===== src/rtl/core/rot_pkg.sv =====
// Shared types, constants and a helper function for the radar object age tracker.
package rot_pkg;

  localparam int SENSORS_DEF     = 5;
  localparam int MAX_OBJECTS_DEF = 64;

  localparam int SENSOR_W = 3;
  localparam int STAMP_W  = 32;
  localparam int ID_W     = 8;
  localparam int KIN_W    = 16;
  localparam int GATE_W   = 16;
  localparam int AGE_W    = 8;
  localparam int PDATA_W  = 32;
  localparam int PADDR_W  = 4;

  localparam logic [AGE_W-1:0] AGE_ONE = 8'd1;
  localparam logic [AGE_W-1:0] AGE_MAX = 8'd255;

  localparam logic [GATE_W-1:0] STAMP_GATE_RST    = 16'd500;
  localparam logic [GATE_W-1:0] VELOCITY_GATE_RST = 16'd1024;
  localparam logic [GATE_W-1:0] POSITION_GATE_RST = 16'd640;

  typedef enum logic [1:0] {
    REG_STAMP_GATE    = 2'd0,
    REG_VELOCITY_GATE = 2'd1,
    REG_POSITION_GATE = 2'd2
  } reg_idx_t;

  typedef enum logic [1:0] {
    ST_CARRIED    = 2'd0,
    ST_GATE_FAIL  = 2'd1,
    ST_NO_MATCH   = 2'd2,
    ST_TABLE_FULL = 2'd3
  } status_t;

  typedef enum logic [2:0] {
    S_IDLE,
    S_SETUP,
    S_SEARCH,
    S_CHECK,
    S_WRITE,
    S_FINISH
  } state_t;

  typedef struct packed {
    logic [GATE_W-1:0] stamp;
    logic [GATE_W-1:0] velocity;
    logic [GATE_W-1:0] position;
  } gates_t;

  typedef struct packed {
    logic signed [KIN_W-1:0] vel_y;
    logic signed [KIN_W-1:0] vel_x;
    logic signed [KIN_W-1:0] pos_y;
    logic signed [KIN_W-1:0] pos_x;
  } kin_t;

  typedef struct packed {
    logic [AGE_W-1:0] age;
    logic [ID_W-1:0]  id;
    kin_t             kin;
  } entry_t;

  function automatic logic within_gate(input logic signed [KIN_W-1:0] a,
                                       input logic signed [KIN_W-1:0] b,
                                       input logic [GATE_W-1:0] gate);
    logic [KIN_W:0] d;
    logic [KIN_W:0] m;
    d = {a[KIN_W-1], a} - {b[KIN_W-1], b};
    m = d[KIN_W] ? (~d + 1'b1) : d;
    return m < {1'b0, gate};
  endfunction

endpackage


===== src/rtl/core/rot_cfg.sv =====
// APB-style gate register block.
module rot_cfg import rot_pkg::*; (
  input  logic               clk,
  input  logic               rst_n,
  input  logic               psel,
  input  logic               penable,
  input  logic               pwrite,
  input  logic [PADDR_W-1:0] paddr,
  input  logic [PDATA_W-1:0] pwdata,
  output logic [PDATA_W-1:0] prdata,
  output logic               pready,
  output gates_t             gates
);

  gates_t   gates_r;
  reg_idx_t idx;
  logic     wr;

  assign idx    = reg_idx_t'(paddr[PADDR_W-1:2]);
  assign wr     = psel && penable && pwrite && pready;
  assign pready = 1'b1;
  assign gates  = gates_r;

  always_ff @(posedge clk) begin
    if (!rst_n) begin
      gates_r.stamp    <= STAMP_GATE_RST;
      gates_r.velocity <= VELOCITY_GATE_RST;
      gates_r.position <= POSITION_GATE_RST;
    end else if (wr) begin
      case (idx)
        REG_STAMP_GATE:    gates_r.stamp    <= pwdata[GATE_W-1:0];
        REG_VELOCITY_GATE: gates_r.velocity <= pwdata[GATE_W-1:0];
        REG_POSITION_GATE: gates_r.position <= pwdata[GATE_W-1:0];
        default: ;
      endcase
    end
  end

  always_comb begin
    case (idx)
      REG_STAMP_GATE:    prdata = PDATA_W'(gates_r.stamp);
      REG_VELOCITY_GATE: prdata = PDATA_W'(gates_r.velocity);
      REG_POSITION_GATE: prdata = PDATA_W'(gates_r.position);
      default:           prdata = '0;
    endcase
  end

endmodule


===== config.mk =====
export PLATFORM = sky130hd
export DESIGN_NAME = rot_cfg
export DESIGN_NICKNAME = d
export VERILOG_FILES = /design/src/rtl/core/rot_pkg.sv /design/src/rtl/core/rot_cfg.sv
export SDC_FILE = /design/constraint.sdc
export NUM_CORES = 1
export LEC_CHECK = 0
export ABC_AREA = 1
export BUFFER_PORTS_ARGS = -buffer_cell sky130_fd_sc_hd__clkbuf_2
export CORE_MARGIN = 5
export CORE_UTILIZATION = 45
export CTS_CLUSTER_SIZE = 10
export DETAILED_ROUTE_END_ITERATION = 7
export GPL_TIMING_DRIVEN = 0
export PLACE_DENSITY_LB_ADDON = 0.3
export SYNTH_ARGS = -nofsm -noshare
export SYNTH_HDL_FRONTEND = slang
export SYNTH_SLANG_ARGS = --single-unit

===== constraint.sdc =====
create_clock -name clk -period 1.1 [get_ports clk]
set_clock_uncertainty 0.2 [all_clocks]
set_input_delay 0 -clock clk [delete_from_list [all_inputs] [get_ports clk]]
set_output_delay 0 -clock clk [all_outputs]
set_load 0.1 [all_outputs]

==> run_results.csv, run 1 <==
group,metric,value,unit
floorplanning,ios,122,
clocking,clock_sinks,48,
placed_design,placement.io_buffers,85,
yosys,yosys_warnings,0,
placed_design,dp_slack,-0.624,ns
clocking,ctsRootBufferMaster,"clkbuf_8",
sta,postGrtWorstEndpoint,"prdata[9]",
yosys,ys_seq_area_share,40.0,%
placed_design,place_hpwl,5.73,mm
yosys,syn_area,2400,sq um
yosys,async_flop_share,0,%
outcome,status,"did not finish",
yosys,synth_cells,367,
floorplanning,placementRows,26,
clocking,h-tree-depth,2,
sta,endpoint_type,"top-level output",
yosys,synth_ff_type,"dfxtp_1",
outcome,stop_stage,"global routing",
clocking,numCtsBuffers,5,
yosys,synth_edf_count,0,
outcome,error,"[ERROR DPL-0038] Utilization greater than 100%, impossible to legalize",
floorplanning,floorplan.initialDensity,46.7,%
floorplanning,die_x,83.1,um
global_routing,grt_max_degree,16,
yosys,ys_seq_elements,48,
yosys,syn_avg_cell_area,6.55,sq um
yosys,synthDistinctLibCells,17,
floorplanning,die_h,83.1,um
clocking,clock_path_buffers,2,
placed_design,globalplace.congestion,0.800,
==> cells in the mapped netlist, types with 2 or more instances <==
| master | n | area, sq um |
|---|---|---|
| nand2_1 | 109 | 409 |
| nor2_1 | 78 | 293 |
| nand3_1 | 64 | 320 |
| dfxtp_1 | 48 | 961 |
| buf_4 | 21 | 158 |
| inv_1 | 16 | 60.1 |
| buf_2 | 10 | 50.1 |
| nor2_2 | 4 | 25.0 |
| buf_6 | 3 | 33.8 |
| inv_2 | 3 | 11.3 |
| nor2_4 | 3 | 33.8 |
| buf_1 | 2 | 7.51 |
| conb_1 | 2 | 7.51 |
==> cells by family after synthesis <==
kind of cell | Yosys count | synth area share, %
AOI/OAI and AO/OA | 1 | 0.208
other | 2 | 0.313
and+or+nand+nor | 260 | 46.0
DFF | 48 | 40.0
buffers and inverters | 56 | 13.5
==> through the flow <==
stage,std cells,TNS (ns),instance area [sq um]
CTS,568,-2.78,4930
detailed placement,537,-12.07,3500
global placement,537,-10.99,3500
floorplan,382,-0.0329,2990
==> repair_timing <==
item | CTS
hold buffers | 18
gates cloned | 1
setup endpoints to repair | 64
pin swaps | 14
hold endpoints to repair | 48
setup buffers | 4
gates resized for setup | 192
==> inputs of run 2 (changes only) <==
- CORE_UTILIZATION: 45 -> 30
- CTS_CLUSTER_SIZE: 10 -> unset
- PLACE_DENSITY_LB_ADDON: 0.3 -> 0.15
==> run 2 against run 1 <==
  * The flow now finishes, with violations (hold timing, setup timing)
  * Synthesized area unchanged
  * Synthesized cell count unchanged
==> run_results.csv, run 2 <==
group,metric,value,unit
outcome,status,"finished, violations left",
outcome,violations,"hold timing, setup timing",
sta,hold_violations,33,
power,p_int,0.00270,W
floorplanning,ios,122,
yosys,async_flop_share,0,%
yosys,syn_area,2400,sq um
yosys,synth_cells,367,
yosys,synth.most_common_cell,"nand2_1",
floorplanning,design.core.area,7770,sq um
critical_path,cp.required,0.90,ns
yosys,yosys_warnings,0,
final_layout,nNetsFinal,560,
final_layout,area_delta_synth_final,127,%
clocking,numCtsBuffers,5,
yosys,synth_common_cells,"nand2_1 (109), nor2_1 (78), nand3_1 (64), dfxtp_1 (48), buf_4 (21)",
floorplanning,dieArea,9900,sq um
power,power_switching_share,40.0,%
sta,fmax,795,MHz
sta,slew_headroom,62.4,%
yosys,ys_seq_area_share,40.0,%
power,power.density,825,nW/um^2
yosys,ys_seq_elements,48,
clocking,cts_tree,"built",
final_layout,fill_cells,599,
global_routing,track_usage,19.2,%
sta,fin_setup_tns,-3.47,ns
sta,tightest_slew,0.563,ns
detailed_routing,first_pass_iters,4,
power,seq_power_share,38.8,%
yosys,synthTopCellsByArea,"dfxtp_1 (40%), nand2_1 (17%), nand3_1 (13%)",
yosys,syn_avg_cell_area,6.55,sq um
final_layout,largest_reg_flops,48,
sta,hold_slack,-0.122,ns
placed_design,dp_slack,-0.662,ns
power,power_switching,0.00180,W
placed_design,globalplace.congestion,0.778,
detailed_routing,vias,2824,
detailed_routing,dr.first_iter.drc_count,93,
clocking,h-tree-depth,2,
placed_design,placement.io_buffers,85,
sta,period_minus_slack,1.26,ns
yosys,synth_ff_type,"dfxtp_1",
final_layout,drive_gt1_share,53.2,%
critical_path,criticalPathCategory,"flip-flop to primary output",
clocking,clk_pin_slew_worst_paths,0.10,ns
sta,rsz0062_at_grt,"true",
yosys,yosys.area.top_type,"dfxtp_1",
floorplanning,die_x,99.5,um
run,cap_violations,0,
critical_path,arrival,1.06,ns
yosys,yosysTopAreaCellShare,40.0,%
critical_path,cp-start-kind,"flip-flop",
global_routing,grt_pass1_vias,2849,
global_routing,antenna_found_initial,0,
power,leakagePower,2.78,nW
critical_path,cp_max_fo,3,
critical_path,worst_setup_path_end_kind,"primary output",
sta,drv_slew,0,
floorplanning,die_h,99.5,um
floorplanning,placementRows,32,
sta,setup_viol_count_final,41,
global_routing,grt_pass1_wl,15.0,mm
power,clkPwrFrac,23.3,%
detailed_routing,viasPerCell,4.55,
final_layout,layout_common_cells,"nor2_1 (78), nand2_1 (61), nand3_1 (48), clkbuf_16 (48), dfxtp_4 (48)",
detailed_routing,ant_nets,0,
clocking,holdBufCountCts,18,
clocking,clock_path_buffers,2,
min_path,min_path_type,"primary input to flip-flop",
yosys,synth_edf_count,0,
global_routing,grt_overflow,0,
floorplanning,floorplan.initialDensity,30.9,%
clocking,clock_sinks,48,
detailed_routing,post_drt_wl_per_cell,16.2,um
yosys,synthDistinctLibCells,17,
clocking,ctsRootBufferMaster,"clkbuf_8",
detailed_routing,drc,0,
global_routing,grt_max_degree,14,
final_layout,final_common_cell,"nor2_1",
sta,timing.final.crit_share,114,%
power,combPwrFrac,37.9,%
detailed_routing,drt-total-wl,10.1,mm
sta,fin_ws,-0.158,ns
placed_design,place_hpwl,6.10,mm
final_layout,diodes,0,
clocking,clock_latency,0.30,ns
power,ir_drop,0.583,mV
## run 2: what timing repair did
action	4_1_cts	5_1_grt
buffers inserted	5	20
hold endpoints to repair	48	30
setup endpoints to repair	64	54
pin swaps	16	20
gates resized for setup	196	78
cloned	1	1
## run 2: final cells by class
cell class                 count  area, sq um  area share [%]
multi-input combinational    278         1680            30.9
sequential                    48         1140            20.9
clock buffer                   6         72.6            1.33
inverter                      19         71.3            1.31
tap                          102          128            2.34
clock inverter                 1         5.00          0.0918
buffer                        37          300            5.51
timing repair buffer         130         2050            37.6
## run 2: worst paths after layout
check	slack (ns)	endpoint	cells after the start	from
max	-0.16	prdata[3]	3	gates[35]
min	-0.12	gates[26]	4	penable
max reg2reg	0.19	gates[21]	3	gates[21]
min reg2reg	0.30	gates[38]	2	gates[38]
## run 2: stage by stage
step                area [sq um]  hold slack (ns)  cells  power (W)  util (%)
floorplan                   2990          -0.0746    382    0.00284         -
global placement            3540           0.0292    569    0.00304      45.6
detailed placement          3540           0.0344    569    0.00304      45.6
CTS                         5010           -0.117    600    0.00439      64.4
global route                5450          -0.0558    621    0.00465      70.2
finish                      5450           -0.122    621    0.00450      70.2
## run 2: power groups by stage
stage / clock network (W) / logic, W / registers (W)
after global routing: 0.00112 / 0.00178 / 0.00175
final: 0.00105 / 0.00171 / 0.00174
after detailed placement: 0 / 0.00128 / 0.00177
after CTS: 0.00105 / 0.00160 / 0.00174
after global placement: 0 / 0.00127 / 0.00176
after floorplan: 0 / 0.000800 / 0.00204
## run 2: metal layers
| metal | GRT usage [%] | vias up | share of wire [%] |
|---|---|---|---|
| met1 | 22.9 | 1316 | 40 |
| met5 | 0 | - | 0 |
| li1 | - | 1411 | - |
| met4 | 4.41 | 0 | 0.66 |
| met3 | 4.42 | 6 | 6.6 |
| met2 | 34.9 | 91 | 53 |
## run 2: worst max-delay path: stages (launching register included)
cell and delay [ns]:
dfxtp_4 0.37, nand2_2 0.09, nand3_4 0.08, clkbuf_16 0.20
## run 2: kinds of logic (layout without fill, tap and decap cells)
| group | count (synthesis) | after routing | synth area share (%) |
|---|---|---|---|
| AOI/OAI and AO/OA | 1 | 1 | 0.208 |
| buffers and inverters | 56 | 193 | 13.5 |
| DFF | 48 | 48 | 40.0 |
| other | 2 | 17 | 0.313 |
| and+or+nand+nor | 260 | 260 | 46.0 |
Note: power is estimated with default switching activity, not from simulation.
==> inputs of run 3 (changes only) <==
- CAP_MARGIN: unset -> 10
- RECOVER_POWER: unset -> 25
- REMOVE_ABC_BUFFERS: unset -> 1
==> run 3 against run 2 <==
  * The flow still finishes with violations (hold timing, setup timing)
  * Critical path depth stayed put
  * First-iteration DRC count is 16% higher
  * Non-clock buffer count fell by 21
  * Final area is 4.1% lower
  * Count of clock-buffer cells in the layout did not move
==> run_results.csv, run 3 (same netlist as run 2, synthesis figures left out) <==
group,metric,value,unit
sta,tightest_slew,1.05,ns
power,p_int,0.00291,W
placed_design,place_hpwl,4.53,mm
detailed_routing,drt-total-wl,9.93,mm
global_routing,grt_overflow,0,
sta,slew_headroom,29.8,%
min_path,min_path_type,"primary input to flip-flop",
global_routing,antenna_found_initial,0,
floorplanning,floorplan.initialDensity,30.9,%
floorplanning,die_h,99.5,um
min_path,hold_depth,4,
sta,drv_slew,0,
clocking,numCtsBuffers,5,
critical_path,reg2regPathDepth,3,
floorplanning,placementRows,32,
power,leakagePower,2.38,nW
critical_path,r2r_setup_slack,0.16,ns
detailed_routing,viasPerCell,4.66,
power,seq_power_share,37.5,%
floorplanning,design.core.area,7770,sq um
power,clkPwrFrac,27.2,%
critical_path,cp-start-kind,"flip-flop",
detailed_routing,ant_nets,0,
final_layout,final_common_cell,"nor2_1",
outcome,violations,"hold timing, setup timing",
power,power_switching,0.00175,W
sta,timing.final.crit_share,112,%
detailed_routing,drc,0,
sta,hold_slack,-0.0995,ns
global_routing,grt_pass1_vias,2660,
global_routing,grt_max_degree,49,
critical_path,reg2reg_from,"gates[12]",
placed_design,globalplace.congestion,0.774,
power,ir_drop,0.719,mV
power,combPwrFrac,35.3,%
final_layout,largest_reg_flops,48,
floorplanning,ios,122,
global_routing,track_usage,18.8,%
min_path,hp-start,"penable",
detailed_routing,vias,2823,
run,cap_violations,0,
final_layout,area_delta_synth_final,118,%
critical_path,arrival,1.03,ns
floorplanning,dieArea,9900,sq um
clocking,clock_path_buffers,2,
critical_path,worst_setup_path_end_kind,"primary output",
final_layout,diodes,0,
final_layout,post-route-util,67.3,%
critical_path,cp_cell_sequence,"nand2_1, nand3_2, clkbuf_16",
clocking,clock_latency,0.29,ns
sta,setup_viol_count_final,50,
floorplanning,die_x,99.5,um
clocking,clk_pin_slew_worst_paths,0.09,ns
detailed_routing,first_pass_iters,4,
sta,fmax,812,MHz
outcome,status,"finished, violations left",
sta,rsz0062_at_grt,"true",
clocking,cts_tree,"built",
detailed_routing,dr.first_iter.drc_count,108,
final_layout,nNetsFinal,544,
final_layout,layout_common_cells,"nor2_1 (78), nand2_1 (68), clkbuf_16 (59)",
clocking,clock_sinks,48,
sta,period_minus_slack,1.23,ns
clocking,holdBufCountCts,16,
min_path,hold_path_end,"gates[26]",
clocking,ctsRootBufferMaster,"clkbuf_8",
placed_design,placement.io_buffers,86,
sta,fin_ws,-0.132,ns
critical_path,criticalPathCategory,"flip-flop to primary output",
final_layout,drive_gt1_share,51.4,%
critical_path,crit_path_max_incr_delay,0.34,ns
clocking,h-tree-depth,2,
detailed_routing,post_drt_wl_per_cell,16.4,um
sta,hold_violations,1,
global_routing,grt_pass1_wl,14.4,mm
power,power_switching_share,37.5,%
power,power.density,891,nW/um^2
critical_path,crit_slowest_cell,"dfxtp_2",
critical_path,reg2reg_to,"gates[12]",
critical_path,cp.required,0.90,ns
critical_path,cp_max_fo,3,
-- run 3: cell types whose count changed in the layout (fill, tap and decap cells not counted), moves of 11 or more --
cell       previous run  this run
nand2_4              35         0
nand3_4              17         1
buf_4                27         5
nand2_2              14        42
clkbuf_16            48        59
nand3_2               0        16
-- run 3: cell type report --
| class | count | area [sq um] |
|---|---|---|
| Fill cell | 602 | 2540 |
| Clock buffer | 6 | 72.6 |
| Clock inverter | 2 | 35.0 |
| Inverter | 19 | 71.3 |
| Multi-Input combinational cell | 283 | 1430 |
| Timing Repair Buffer | 146 | 2370 |
| Tap cell | 102 | 128 |
| Sequential cell | 48 | 1120 |
-- run 3: routing by layer --
metal	vias to the layer above	wire (um)	GRT usage (%)
met2	108	5150	32.6
met4	0	114	6.41
met1	1316	4060	22.7
li1	1388	-	-
met3	11	605	4.21
met5	-	0	0
-- run 3: worst max-delay path, delay by kind of cell, from the launching register on --
| family | cells | cell delay [ns] |
|---|---|---|
| flip-flops | 1 | 0.34 |
| AND/OR/NAND/NOR | 2 | 0.19 |
| buffers and inverters | 1 | 0.21 |
-- run 3: timing repair --
action | CTS | global route
setup endpoints to repair | 111 | 104
gates resized for setup | 300 | 83
buffers inserted | 7 | 36
pin swaps | 50 | 27
hold endpoints to repair | 48 | 1
cloned | 5 | 0
-- run 3: worst max-delay path by stage --
stage                    from        end  slack, ns  cells past startpoint
CTS                 gates[32]  prdata[0]      -0.16                      3
detailed placement       psel  gates[40]      -0.77                      6
finish               gates[6]  prdata[6]      -0.13                      3
floorplan           gates[16]  prdata[0]      -0.94                      2
global route         gates[3]  prdata[3]      -0.18                      3
global placement         psel  gates[36]      -1.35                      6
-- run 3: stage by stage --
step	worst slack [ns]	total power, W	TNS (ns)	cell area [sq um]	std cells
4_1_cts	-0.162	0.00467	-2.04	4700	570
6_report	-0.132	0.00466	-3.48	5230	606
3_3_place_gp	-1.35	0.00297	-63.55	2760	533
3_5_place_dp	-0.773	0.00299	-33.18	2810	534
2_1_floorplan	-0.939	0.00276	-33.50	2210	345
5_1_grt	-0.177	0.00486	-5.58	5230	606
-- run 3: power groups by stage --
stage / logic (W) / clock network (W) / registers (W)
2_1_floorplan: 0.000649 / 0 / 0.00212
3_3_place_gp: 0.00113 / 0 / 0.00184
3_5_place_dp: 0.00115 / 0 / 0.00185
4_1_cts: 0.00155 / 0.00131 / 0.00181
5_1_grt: 0.00171 / 0.00139 / 0.00175
6_report: 0.00165 / 0.00127 / 0.00175
==> inputs of run 4 (changes only) <==
- ABC_CLOCK_PERIOD_IN_PS: unset -> 1100
- SETUP_SLACK_MARGIN: unset -> 0.05
==> run 4 against run 3 <==
  * The flow still finishes with violations (hold timing, setup timing)
  * Utilization fell by 1.1 points
  * First-iteration DRC count grew 7.4%
  * Highest routed layer unchanged
  * Worst setup slack lost 0.0034 ns
  * Power up 0.28%
  * Fmax down 0.28%
  * Largest cell class unchanged
  * Critical path depth unchanged
  * Largest power group unchanged
  * Critical endpoint is now prdata[13]
==> run_results.csv, run 4 (same netlist as run 2, synthesis figures left out) <==
group,metric,value,unit
outcome,status,"finished, violations left",
outcome,violations,"hold timing, setup timing",
clocking,clock_latency,0.29,ns
final_layout,area_delta_synth_final,114,%
global_routing,grt_max_degree,49,
sta,drv_slew,0,
power,finalPower,0.00467,W
detailed_routing,vias,2775,
final_layout,layout_common_cells,"nor2_1 (76), nand2_1 (69), nand3_1 (48)",
sta,hold_slack,-0.0957,ns
placed_design,placement.io_buffers,86,
critical_path,cp_max_fo,3,
final_layout,largest_reg_flops,48,
global_routing,antenna_found_initial,0,
critical_path,criticalPathCategory,"flip-flop to primary output",
floorplanning,die_h,99.5,um
sta,slew_headroom,29.0,%
floorplanning,ios,122,
min_path,min_path_type,"primary input to flip-flop",
clocking,clk_pin_slew_worst_paths,0.09,ns
critical_path,worst_setup_path_end_kind,"primary output",
global_routing,grt_pass1_vias,2568,
power,combPwrFrac,35.4,%
sta,hold_violations,1,
critical_path,cp.required,0.90,ns
power,power_switching_share,37.4,%
sta,rsz0062_at_grt,"true",
clocking,numCtsBuffers,5,
critical_path,arrival,1.04,ns
final_layout,post-route-util,66.2,%
sta,fmax,810,MHz
power,power_switching,0.00175,W
sta,timing.final.crit_share,112,%
final_layout,diodes,0,
sta,period_minus_slack,1.24,ns
global_routing,track_usage,18.2,%
detailed_routing,viasPerCell,4.56,
detailed_routing,post_drt_wl_per_cell,15.9,um
critical_path,r2r_setup_slack,0.09,ns
floorplanning,placementRows,32,
global_routing,grt_overflow,0,
power,clkPwrFrac,27.0,%
detailed_routing,drt-total-wl,9.69,mm
detailed_routing,dr.first_iter.drc_count,116,
final_layout,nNetsFinal,547,
critical_path,cp-start-kind,"flip-flop",
placed_design,globalplace.congestion,0.774,
floorplanning,design.core.area,7770,sq um
clocking,clock_path_buffers,2,
detailed_routing,first_pass_iters,4,
detailed_routing,ant_nets,0,
global_routing,grt_pass1_wl,14.1,mm
final_layout,drive_gt1_share,51.9,%
power,power.density,909,nW/um^2
power,p_int,0.00293,W
clocking,holdBufCountCts,16,
detailed_routing,drc,0,
floorplanning,floorplan.initialDensity,30.9,%
final_layout,fill_cells,624,
sta,setup_viol_count_final,36,
sta,tightest_slew,1.06,ns
clocking,clock_sinks,48,
power,seq_power_share,37.6,%
final_layout,final_common_cell,"nor2_1",
power,leakagePower,2.34,nW
clocking,cts_tree,"built",
floorplanning,die_x,99.5,um
run,cap_violations,0,
clocking,h-tree-depth,2,
power,ir_drop,0.628,mV
clocking,ctsRootBufferMaster,"clkbuf_8",
placed_design,place_hpwl,4.53,mm
floorplanning,dieArea,9900,sq um
sta,fin_ws,-0.135,ns
## run 4: power by group through the flow
stage | sequential (W) | combinational, W | clock [W]
final | 0.00176 | 0.00166 | 0.00126
after CTS | 0.00181 | 0.00152 | 0.00131
after global routing | 0.00176 | 0.00172 | 0.00138
after global placement | 0.00184 | 0.00113 | 0
after floorplan | 0.00212 | 0.000649 | 0
after detailed placement | 0.00185 | 0.00115 | 0
## run 4: timing repair
| action | 4_1_cts | 5_1_grt |
|---|---|---|
| setup endpoints to repair | 111 | 112 |
| cloned | 5 | 0 |
| gates resized for setup | 280 | 112 |
| hold endpoints to repair | 48 | 1 |
| pin swaps | 50 | 26 |
| setup buffers | 12 | 34 |
## run 4: area by class of cell
class	count	area (sq um)	share of cell area, %
Timing Repair Buffer	149	2290	44.5
Clock buffer	6	72.6	1.41
Inverter	19	71.3	1.39
Tap cell	102	128	2.48
Multi-Input combinational cell	283	1440	27.9
Clock inverter	2	35.0	0.681
Sequential cell	48	1110	21.6
## run 4: critical path: stages (launching register included)
cell	delay (ns)
dfxtp_4	0.37
nand2_2	0.07
nand3_2	0.09
clkbuf_16	0.21
## run 4: metrics by stage
stage / worst slack [ns] / cell area (sq um) / cells / TNS, ns
after floorplan: -0.939 / 2210 / 345 / -33.50
after global placement: -1.35 / 2760 / 533 / -63.55
after detailed placement: -0.773 / 2810 / 534 / -33.18
after CTS: -0.119 / 4510 / 575 / -2.49
after global routing: -0.181 / 5140 / 609 / -4.22
final: -0.135 / 5140 / 609 / -2.71
## run 4: metal layers
layer	track usage [%]	vias up	part of all wire [%]
li1	-	1388	-
met1	22.8	1274	41
met2	31.8	102	51
met3	3.72	11	6.5
met4	4.94	0	1.3
met5	0	-	0
## run 4: path summary, 6_finish.rpt
| kind | to | cells after the start | startpoint |
|---|---|---|---|
| setup / recovery | prdata[13] | 3 | gates[13] |
| hold / removal | gates[26] | 4 | penable |
| setup reg to reg | gates[32] | 4 | gates[32] |
| hold reg to reg | gates[7] | 2 | gates[7] |
